[src/rtl/frrd_pkg.sv]
// ----------------------------------------------------------------------------
// frrd_pkg
// Constants shared by the frame receiver: response codes, frame lengths,
// result kinds, parser phases and configuration register indexes.
// ----------------------------------------------------------------------------
package frrd_pkg;

    // Configuration register indexes and reset values.
    localparam logic [1:0] REG_HEADER_BYTE = 2'd0;
    localparam logic [1:0] REG_MAX_LENGTH  = 2'd1;
    localparam logic [7:0] HEADER_RESET    = 8'hCC;
    localparam logic [6:0] MAX_LEN_RESET   = 7'd100;

    // Parser phases.
    localparam logic [1:0] PH_HUNT    = 2'd0;
    localparam logic [1:0] PH_LENGTH  = 2'd1;
    localparam logic [1:0] PH_PAYLOAD = 2'd2;

    // Response command bytes (payload byte 0) and their frame lengths.
    localparam logic [7:0] CMD_VERSION = 8'hAC;
    localparam logic [7:0] CMD_NETWORK = 8'hAD;
    localparam logic [7:0] CMD_CLOCK   = 8'hE0;
    localparam logic [7:0] CMD_SENSOR  = 8'h77;
    localparam logic [7:0] SENSOR_SUB  = 8'hF0;
    localparam logic [7:0] LEN_VERSION = 8'h33;
    localparam logic [7:0] LEN_NETWORK = 8'h0E;
    localparam logic [7:0] LEN_CLOCK   = 8'h10;

    // Byte streams: first payload index and length of the version stream.
    localparam logic [7:0] VERSION_FIRST = 8'd3;
    localparam logic [7:0] SENSOR_FIRST  = 8'd4;
    localparam logic [7:0] SUB_INDEX     = 8'd3;
    localparam logic [5:0] VERSION_BYTES = 6'd48;

    // Result kinds.
    localparam logic [1:0] KIND_VERSION = 2'd0;
    localparam logic [1:0] KIND_NETWORK = 2'd1;
    localparam logic [1:0] KIND_CLOCK   = 2'd2;
    localparam logic [1:0] KIND_SENSOR  = 2'd3;

    // Record gather lengths.
    localparam logic [5:0] NET_FIELDS   = 6'd5;
    localparam logic [5:0] CLOCK_FIELDS = 6'd6;

    // Payload index of gathered record byte number idx.
    function automatic logic [7:0] gather_addr(input logic is_clock, input logic [2:0] idx);
        logic [7:0] a;
        a = 8'd0;
        if (is_clock) begin
            unique case (idx)
                3'd0:    a = 8'd9;
                3'd1:    a = 8'd10;
                3'd2:    a = 8'd11;
                3'd3:    a = 8'd13;
                3'd4:    a = 8'd14;
                3'd5:    a = 8'd15;
                default: a = 8'd0;
            endcase
        end else begin
            unique case (idx)
                3'd0:    a = 8'd1;
                3'd1:    a = 8'd2;
                3'd2:    a = 8'd11;
                3'd3:    a = 8'd12;
                3'd4:    a = 8'd13;
                default: a = 8'd0;
            endcase
        end
        return a;
    endfunction

endpackage

[src/rtl/frame_receiver_response_decoder_core.sv]
// ----------------------------------------------------------------------------
// frame_receiver_response_decoder_core
// Byte-wise frame parser with a payload memory and a response decoder.
// ----------------------------------------------------------------------------
// The block takes one received byte per request and accepts a new byte in the
// cycle after the previous one while a frame is being collected. Payload bytes
// go into a synchronous memory of PAYLOAD_BYTES entries with one write port
// and one registered read port. When the byte count reaches the frame length,
// input stalls while the decoder reads the memory: ST_CMD, ST_SUB and ST_DEC
// fetch the command and subcommand bytes, then ST_SRD and ST_SOUT give each
// result of the version and sensor streams (48 and RECORD_BYTES results), or
// ST_GATHER reads each byte and ST_GOUT gives a network or clock record, with
// waits on m_ready held in ST_SOUT and ST_GOUT. Other frames end after ST_DEC.
module frame_receiver_response_decoder_core #(
    parameter int PAYLOAD_BYTES = 128,
    parameter int RECORD_BYTES  = 6
) (
    input  logic        aclk,
    input  logic        aresetn,

    input  logic        cfg_valid,
    output logic        cfg_ready,
    input  logic [1:0]  cfg_index,
    input  logic [7:0]  cfg_data,

    input  logic        s_valid,
    output logic        s_ready,
    input  logic [7:0]  s_rx_byte,

    output logic        m_valid,
    input  logic        m_ready,
    output logic [1:0]  m_kind,
    output logic [15:0] m_short_addr,
    output logic [7:0]  m_radio_channel,
    output logic [15:0] m_pan_id,
    output logic [7:0]  m_year,
    output logic [7:0]  m_month,
    output logic [7:0]  m_day,
    output logic [7:0]  m_hour,
    output logic [7:0]  m_minute,
    output logic [7:0]  m_second,
    output logic [7:0]  m_data_byte,
    output logic        m_last
);
    import frrd_pkg::*;

    localparam int AW = $clog2(PAYLOAD_BYTES);

    localparam logic [3:0] ST_IDLE   = 4'd0;
    localparam logic [3:0] ST_CMD    = 4'd1;
    localparam logic [3:0] ST_SUB    = 4'd2;
    localparam logic [3:0] ST_DEC    = 4'd3;
    localparam logic [3:0] ST_SRD    = 4'd4;
    localparam logic [3:0] ST_SOUT   = 4'd5;
    localparam logic [3:0] ST_GATHER = 4'd6;
    localparam logic [3:0] ST_GOUT   = 4'd7;

    logic [3:0] state_reg, state_next;
    logic [7:0] header_reg;
    logic [6:0] max_len_reg;
    logic [1:0] phase_reg, phase_next;
    logic [7:0] len_reg, len_next;
    logic [7:0] count_reg, count_next;
    logic [7:0] cmd_reg, cmd_next;
    logic       sensor_reg, sensor_next;   // stream kind: sensor, else version
    logic       clock_reg, clock_next;     // record kind: clock, else network
    logic [5:0] idx_reg, idx_next;
    logic [7:0] gbuf_reg [6];

    logic [7:0]    mem [PAYLOAD_BYTES];
    logic [7:0]    rd_data_reg;
    logic [AW-1:0] rd_addr;
    logic          wr_en;

    logic        in_acc;
    logic        out_free;
    logic        decode_go;
    logic [7:0]  count_inc;
    logic [5:0]  stream_len;
    logic [7:0]  stream_first;
    logic [5:0]  gather_len;
    logic [8:0]  stream_addr;

    logic        out_load;
    logic        m_valid_reg;
    logic [1:0]  kind_reg, kind_next;
    logic [15:0] saddr_reg, saddr_next;
    logic [7:0]  chan_reg, chan_next;
    logic [15:0] pan_reg, pan_next;
    logic [7:0]  year_reg, year_next;
    logic [7:0]  month_reg, month_next;
    logic [7:0]  day_reg, day_next;
    logic [7:0]  hour_reg, hour_next;
    logic [7:0]  minute_reg, minute_next;
    logic [7:0]  second_reg, second_next;
    logic [7:0]  data_reg, data_next;
    logic        last_reg, last_next;

    assign cfg_ready = 1'b1;
    assign s_ready   = (state_reg == ST_IDLE);
    assign in_acc    = s_valid && s_ready;
    assign out_free  = !m_valid_reg || m_ready;
    assign count_inc = count_reg + 8'd1;

    assign stream_len   = sensor_reg ? 6'(RECORD_BYTES) : VERSION_BYTES;
    assign stream_first = sensor_reg ? SENSOR_FIRST : VERSION_FIRST;
    assign gather_len   = clock_reg ? CLOCK_FIELDS : NET_FIELDS;
    assign stream_addr  = {1'b0, stream_first} + {3'b000, idx_reg};

    // Byte parser.
    always_comb begin
        phase_next = phase_reg;
        len_next   = len_reg;
        count_next = count_reg;
        wr_en      = 1'b0;
        decode_go  = 1'b0;
        if (in_acc) begin
            unique case (phase_reg)
                PH_HUNT: begin
                    if (s_rx_byte == header_reg) begin
                        count_next = 8'd0;
                        len_next   = 8'hFF;
                        phase_next = PH_LENGTH;
                    end
                end
                PH_LENGTH: begin
                    if (s_rx_byte > {1'b0, max_len_reg}) begin
                        phase_next = PH_HUNT;
                        len_next   = 8'd0;
                        count_next = 8'd0;
                    end else begin
                        len_next   = s_rx_byte;
                        phase_next = PH_PAYLOAD;
                    end
                end
                PH_PAYLOAD: begin
                    if ({1'b0, count_reg} < 9'(PAYLOAD_BYTES) && count_reg <= len_reg) begin
                        wr_en      = 1'b1;
                        count_next = count_inc;
                        if (count_inc == len_reg) begin
                            // The frame length stays for the decoder; the next
                            // header reloads it.
                            decode_go  = 1'b1;
                            phase_next = PH_HUNT;
                            count_next = 8'd0;
                        end
                    end else begin
                        phase_next = PH_HUNT;
                        len_next   = 8'd0;
                        count_next = 8'd0;
                    end
                end
                default: begin
                    phase_next = PH_HUNT;
                    len_next   = 8'd0;
                    count_next = 8'd0;
                end
            endcase
        end
    end

    // Read address of the decode sequencer.
    always_comb begin
        unique case (state_reg)
            ST_CMD:    rd_addr = '0;
            ST_SUB:    rd_addr = AW'(SUB_INDEX);
            ST_GATHER: rd_addr = AW'(gather_addr(clock_reg, idx_reg[2:0]));
            default:   rd_addr = stream_addr[AW-1:0];
        endcase
    end

    // Decode sequencer and result register loading.
    always_comb begin
        state_next  = state_reg;
        cmd_next    = cmd_reg;
        sensor_next = sensor_reg;
        clock_next  = clock_reg;
        idx_next    = idx_reg;
        out_load    = 1'b0;
        kind_next   = kind_reg;
        saddr_next  = 16'd0;
        chan_next   = 8'd0;
        pan_next    = 16'd0;
        year_next   = 8'd0;
        month_next  = 8'd0;
        day_next    = 8'd0;
        hour_next   = 8'd0;
        minute_next = 8'd0;
        second_next = 8'd0;
        data_next   = 8'd0;
        last_next   = 1'b1;
        unique case (state_reg)
            ST_IDLE: begin
                if (decode_go) begin
                    state_next = ST_CMD;
                end
            end
            ST_CMD: begin
                state_next = ST_SUB;
            end
            ST_SUB: begin
                cmd_next   = rd_data_reg;
                state_next = ST_DEC;
            end
            ST_DEC: begin
                idx_next   = 6'd0;
                state_next = ST_IDLE;
                if (cmd_reg == CMD_VERSION && len_reg == LEN_VERSION) begin
                    sensor_next = 1'b0;
                    state_next  = ST_SRD;
                end else if (cmd_reg == CMD_NETWORK && len_reg == LEN_NETWORK) begin
                    clock_next = 1'b0;
                    state_next = ST_GATHER;
                end else if (cmd_reg == CMD_CLOCK && len_reg == LEN_CLOCK) begin
                    clock_next = 1'b1;
                    state_next = ST_GATHER;
                end else if (cmd_reg == CMD_SENSOR && rd_data_reg == SENSOR_SUB
                             && len_reg == 8'(RECORD_BYTES + 4)) begin
                    sensor_next = 1'b1;
                    state_next  = ST_SRD;
                end
            end
            ST_SRD: begin
                state_next = ST_SOUT;
            end
            ST_SOUT: begin
                // The read address holds while the result register is busy.
                if (out_free) begin
                    out_load   = 1'b1;
                    kind_next  = sensor_reg ? KIND_SENSOR : KIND_VERSION;
                    data_next  = rd_data_reg;
                    last_next  = (idx_reg == stream_len - 6'd1);
                    idx_next   = idx_reg + 6'd1;
                    state_next = (idx_reg == stream_len - 6'd1) ? ST_IDLE : ST_SRD;
                end
            end
            ST_GATHER: begin
                if (idx_reg == gather_len) begin
                    state_next = ST_GOUT;
                end else begin
                    idx_next = idx_reg + 6'd1;
                end
            end
            ST_GOUT: begin
                if (out_free) begin
                    out_load   = 1'b1;
                    state_next = ST_IDLE;
                    if (clock_reg) begin
                        kind_next   = KIND_CLOCK;
                        year_next   = gbuf_reg[0];
                        month_next  = gbuf_reg[1];
                        day_next    = gbuf_reg[2];
                        hour_next   = gbuf_reg[3];
                        minute_next = gbuf_reg[4];
                        second_next = gbuf_reg[5];
                    end else begin
                        kind_next  = KIND_NETWORK;
                        saddr_next = {gbuf_reg[1], gbuf_reg[0]};
                        chan_next  = gbuf_reg[2];
                        pan_next   = {gbuf_reg[4], gbuf_reg[3]};
                    end
                end
            end
            default: begin
                state_next = ST_IDLE;
            end
        endcase
    end

    // Payload memory: one write port, one registered read port.
    always_ff @(posedge aclk) begin
        if (wr_en) begin
            mem[count_reg[AW-1:0]] <= s_rx_byte;
        end
        rd_data_reg <= mem[rd_addr];
    end

    always_ff @(posedge aclk) begin
        if (state_reg == ST_GATHER && idx_reg != 6'd0) begin
            gbuf_reg[3'(idx_reg - 6'd1)] <= rd_data_reg;
        end
        cmd_reg    <= cmd_next;
        sensor_reg <= sensor_next;
        clock_reg  <= clock_next;
        idx_reg    <= idx_next;
        if (out_load) begin
            kind_reg   <= kind_next;
            saddr_reg  <= saddr_next;
            chan_reg   <= chan_next;
            pan_reg    <= pan_next;
            year_reg   <= year_next;
            month_reg  <= month_next;
            day_reg    <= day_next;
            hour_reg   <= hour_next;
            minute_reg <= minute_next;
            second_reg <= second_next;
            data_reg   <= data_next;
            last_reg   <= last_next;
        end
    end

    always_ff @(posedge aclk) begin
        if (!aresetn) begin
            state_reg   <= ST_IDLE;
            phase_reg   <= PH_HUNT;
            len_reg     <= 8'd0;
            count_reg   <= 8'd0;
            header_reg  <= HEADER_RESET;
            max_len_reg <= MAX_LEN_RESET;
            m_valid_reg <= 1'b0;
        end else begin
            state_reg <= state_next;
            phase_reg <= phase_next;
            len_reg   <= len_next;
            count_reg <= count_next;
            if (cfg_valid && cfg_ready) begin
                if (cfg_index == REG_HEADER_BYTE) begin
                    header_reg <= cfg_data;
                end else if (cfg_index == REG_MAX_LENGTH) begin
                    max_len_reg <= cfg_data[6:0];
                end
            end
            if (out_load) begin
                m_valid_reg <= 1'b1;
            end else if (m_ready) begin
                m_valid_reg <= 1'b0;
            end
        end
    end

    assign m_valid         = m_valid_reg;
    assign m_kind          = kind_reg;
    assign m_short_addr    = saddr_reg;
    assign m_radio_channel = chan_reg;
    assign m_pan_id        = pan_reg;
    assign m_year          = year_reg;
    assign m_month         = month_reg;
    assign m_day           = day_reg;
    assign m_hour          = hour_reg;
    assign m_minute        = minute_reg;
    assign m_second        = second_reg;
    assign m_data_byte     = data_reg;
    assign m_last          = last_reg;

endmodule
[config.mk]
export PLATFORM = sky130hd
export DESIGN_NAME = frame_receiver_response_decoder_core
export DESIGN_NICKNAME = d
export VERILOG_FILES = /design/src/rtl/frrd_pkg.sv /design/src/rtl/frame_receiver_response_decoder_core.sv
export SDC_FILE = /design/constraint.sdc
export NUM_CORES = 1
export LEC_CHECK = 0
export BUFFER_PORTS_ARGS = -buffer_cell sky130_fd_sc_hd__buf_2
export CAP_MARGIN = 20
export CORE_MARGIN = 3
export CORE_UTILIZATION = 45
export CTS_CLUSTER_SIZE = 14
export DETAILED_ROUTE_END_ITERATION = 8
export PLACE_DENSITY = 0.61
export SKIP_CTS_REPAIR_TIMING = 1
export SYNTH_ARGS = -nofsm -noshare
export SYNTH_HDL_FRONTEND = slang
export SYNTH_SLANG_ARGS = --single-unit
export TNS_END_PERCENT = 100
[constraint.sdc]
create_clock -name aclk -period 9.06 [get_ports aclk]
set_clock_uncertainty 0.15 [all_clocks]
set_input_delay 1.812 -clock aclk [delete_from_list [all_inputs] [get_ports aclk]]
set_output_delay 1.812 -clock aclk [all_outputs]
set_load 0.05 [all_outputs]
==> flow_metrics.tcl <==
set metrics [dict create \
    finalCritPeriodShare_pct 68.9 \
    synth_enable_flop_cells 829 \
    syn_area_um2 35400 \
    ys_warn_count 0 \
    holdWs_ps 355 \
    min_path_type "flop to flop" \
    ant_nets 0 \
    cts_buffers 90 \
    tightest_slew_ps 1090 \
    final_common_cell "edfxtp_1" \
    synth_top_area_share_pct 70.4 \
    p_per_area_nw_per_um2 215 \
    wirelength_mm 91.8 \
    routed_via_density 5.75 \
    ys.flop_type "edfxtp_1" \
    yosysUniqueCellTypes 78 \
    ys_ff_latch 874 \
    cts_tree "built" \
    syn_inst 2481 \
    maxSlewHeadroom_pct 25.7 \
    die_area_um2 82000 \
    wl_per_cell_um 24.8 \
    clk_pin_slew_ps 60 \
    critPathMaxFanout 82 \
    clock-root-buffer "clkbuf_16" \
    final_util_pct 51.3 \
    arrival_ps 6660 \
    max_freq_mhz 160 \
    grt_remaining_overflow 0 \
    nFillCells 6545 \
    finalSetupViolations 0 \
    mostFrequentLayoutCells "edfxtp_1 (829), nand2_1 (365), mux2i_1 (163), a21oi_1 (132), nor2_1 (128)" \
    fin_cells 3697 \
    async_reset_ff_share_pct 0 \
    post-place-ws_ps 3040 \
    vias 21200 \
    grt_pass1_wl_mm 135 \
    numPortBuffers 123 \
    ir_worst_vdd_v 0.000156 \
    synth_area_leader_cell "edfxtp_1" \
    start_util_pct 45.6 \
    syn2layout_area_growth_pct 12.5 \
    first_pass_iters 5 \
    grt_pass1_vias 20200 \
    synth_fp_nets 2530 \
    rsz0062_at_grt "false" \
    cts_buffer_depth 3 \
    synth_area_leaders "edfxtp_1 (70%), mux2i_1 (4.6%), nand2_1 (3.9%)" \
    num_rows 102 \
    layout.nets 2630 \
    largest_reg_flops 666 \
    drtIter0Drc 2662 \
    outcome "completed" \
    p_leak_nw 13.4 \
    final_max_slew_viol_count 0 \
    layout-drive-gt1-share_pct 11.7 \
    dieWidth_um 286 \
    cp.required_ps 9480 \
    gp_congestion 0.917 \
    htree_levels 3 \
    ios 125 \
    coreArea_um2 77600 \
    cts.sinks 874 \
    grt_use_total_pct 22.0 \
    dp.final_hpwl_mm 57.9 \
    period_minus_slack_ps 6240 \
    syn_area_per_cell_um2 14.3 \
    clkLatencyLatePin_ps 640 \
    setup_tns_ps 0 \
    hold_violations 0 \
    cap_violations 0 \
    fin_ws_ps 2820 \
    dp_cells 3528 \
    startpoint_type "flop" \
    die_height_um 286 \
    ys_seq_area_share_pct 73.0 \
    antenna_found_initial 1 \
    grt_start_max_net_pins 135 \
    endpoint_kind "flop" \
    path_class "flop to flop" \
    drcViolationCount 0 \
]
report_power, final:
| group | internal (W) | total (W) | switching, W |
|---|---|---|---|
| clock | 0.00216 | 0.00367 | 0.00151 |
| sequential | 0.00444 | 0.00449 | 0.0000510 |
| combinational | 0.000111 | 0.000403 | 0.000292 |
| total | 0.00670 | 0.00856 | 0.00186 |
per-stage QoR:
stage,power (W),area (µm²)
floorplan,0.00478,35400
global placement,0.00497,36800
detailed placement,0.00497,36900
CTS,0.00861,39800
global route,0.00881,39800
finish,0.00856,39800
area by class of cell:
type | instances | area (µm²) | area share [%]
Sequential cell | 874 | 25800 | 64.8
Multi-Input combinational cell | 1431 | 8740 | 22.0
Clock buffer | 109 | 2390 | 6.00
Tap cell | 1040 | 1300 | 3.27
Timing Repair Buffer | 154 | 908 | 2.28
Clock inverter | 58 | 547 | 1.37
Inverter | 30 | 113 | 0.283
Antenna cell | 1 | 2.50 | 0.00629
metal layers:
metal | global-route usage (%) | wire (µm)
met2 | 34.8 | 42700
met5 | 0 | 0
met3 | 4.00 | 7240
met1 | 30.7 | 38400
met4 | 8.07 | 3480
Yosys cell counts (22+ instances only):
cell type	number
edfxtp_1	829
nand2_1	365
mux2i_1	163
a21oi_1	133
nor2_1	129
and2_1	99
nand3_1	70
clkbuf_1	57
o22ai_1	57
buf_2	53
dfxtp_1	45
nor3_1	34
a311oi_1	30
nor4_1	30
inv_1	28
a211oi_1	26
ha_1	25
o21ai_0	22
critical path, stage by stage (launching register included):
cell	delay (ps)
edfxtp_1	480
inv_1	140
ha_1	190
inv_1	60
fa_1	450
o21bai_1	180
a21oi_2	670
and2_4	960
nand3_1	1050
o221ai_1	500
nor4_1	110
a2111oi_0	930
and4_1	290
worst paths after layout:
check | slack [ps] | start | to | cells after the start
setup reg to reg | 2820 | sensor_reg | rd_data_reg[1] | 12
hold reg to reg | 350 | header_reg[6] | header_reg[6] | 2
hold / removal | 350 | header_reg[6] | header_reg[6] | 2
setup / recovery | 2820 | sensor_reg | rd_data_reg[1] | 12
cell families after synthesis:
logic type / after synthesis / synth area share (%)
mux: 167 / 4.81
compound gates: 399 / 7.44
fa+ha+maj: 26 / 0.941
xor+xnor: 22 / 0.545
simple gates: 816 / 10.8
flops: 874 / 73.0
other cells: 1 / 0.0106
buf+inv: 176 / 2.47
No activity file was read; power rests on OpenSTA's default activity.
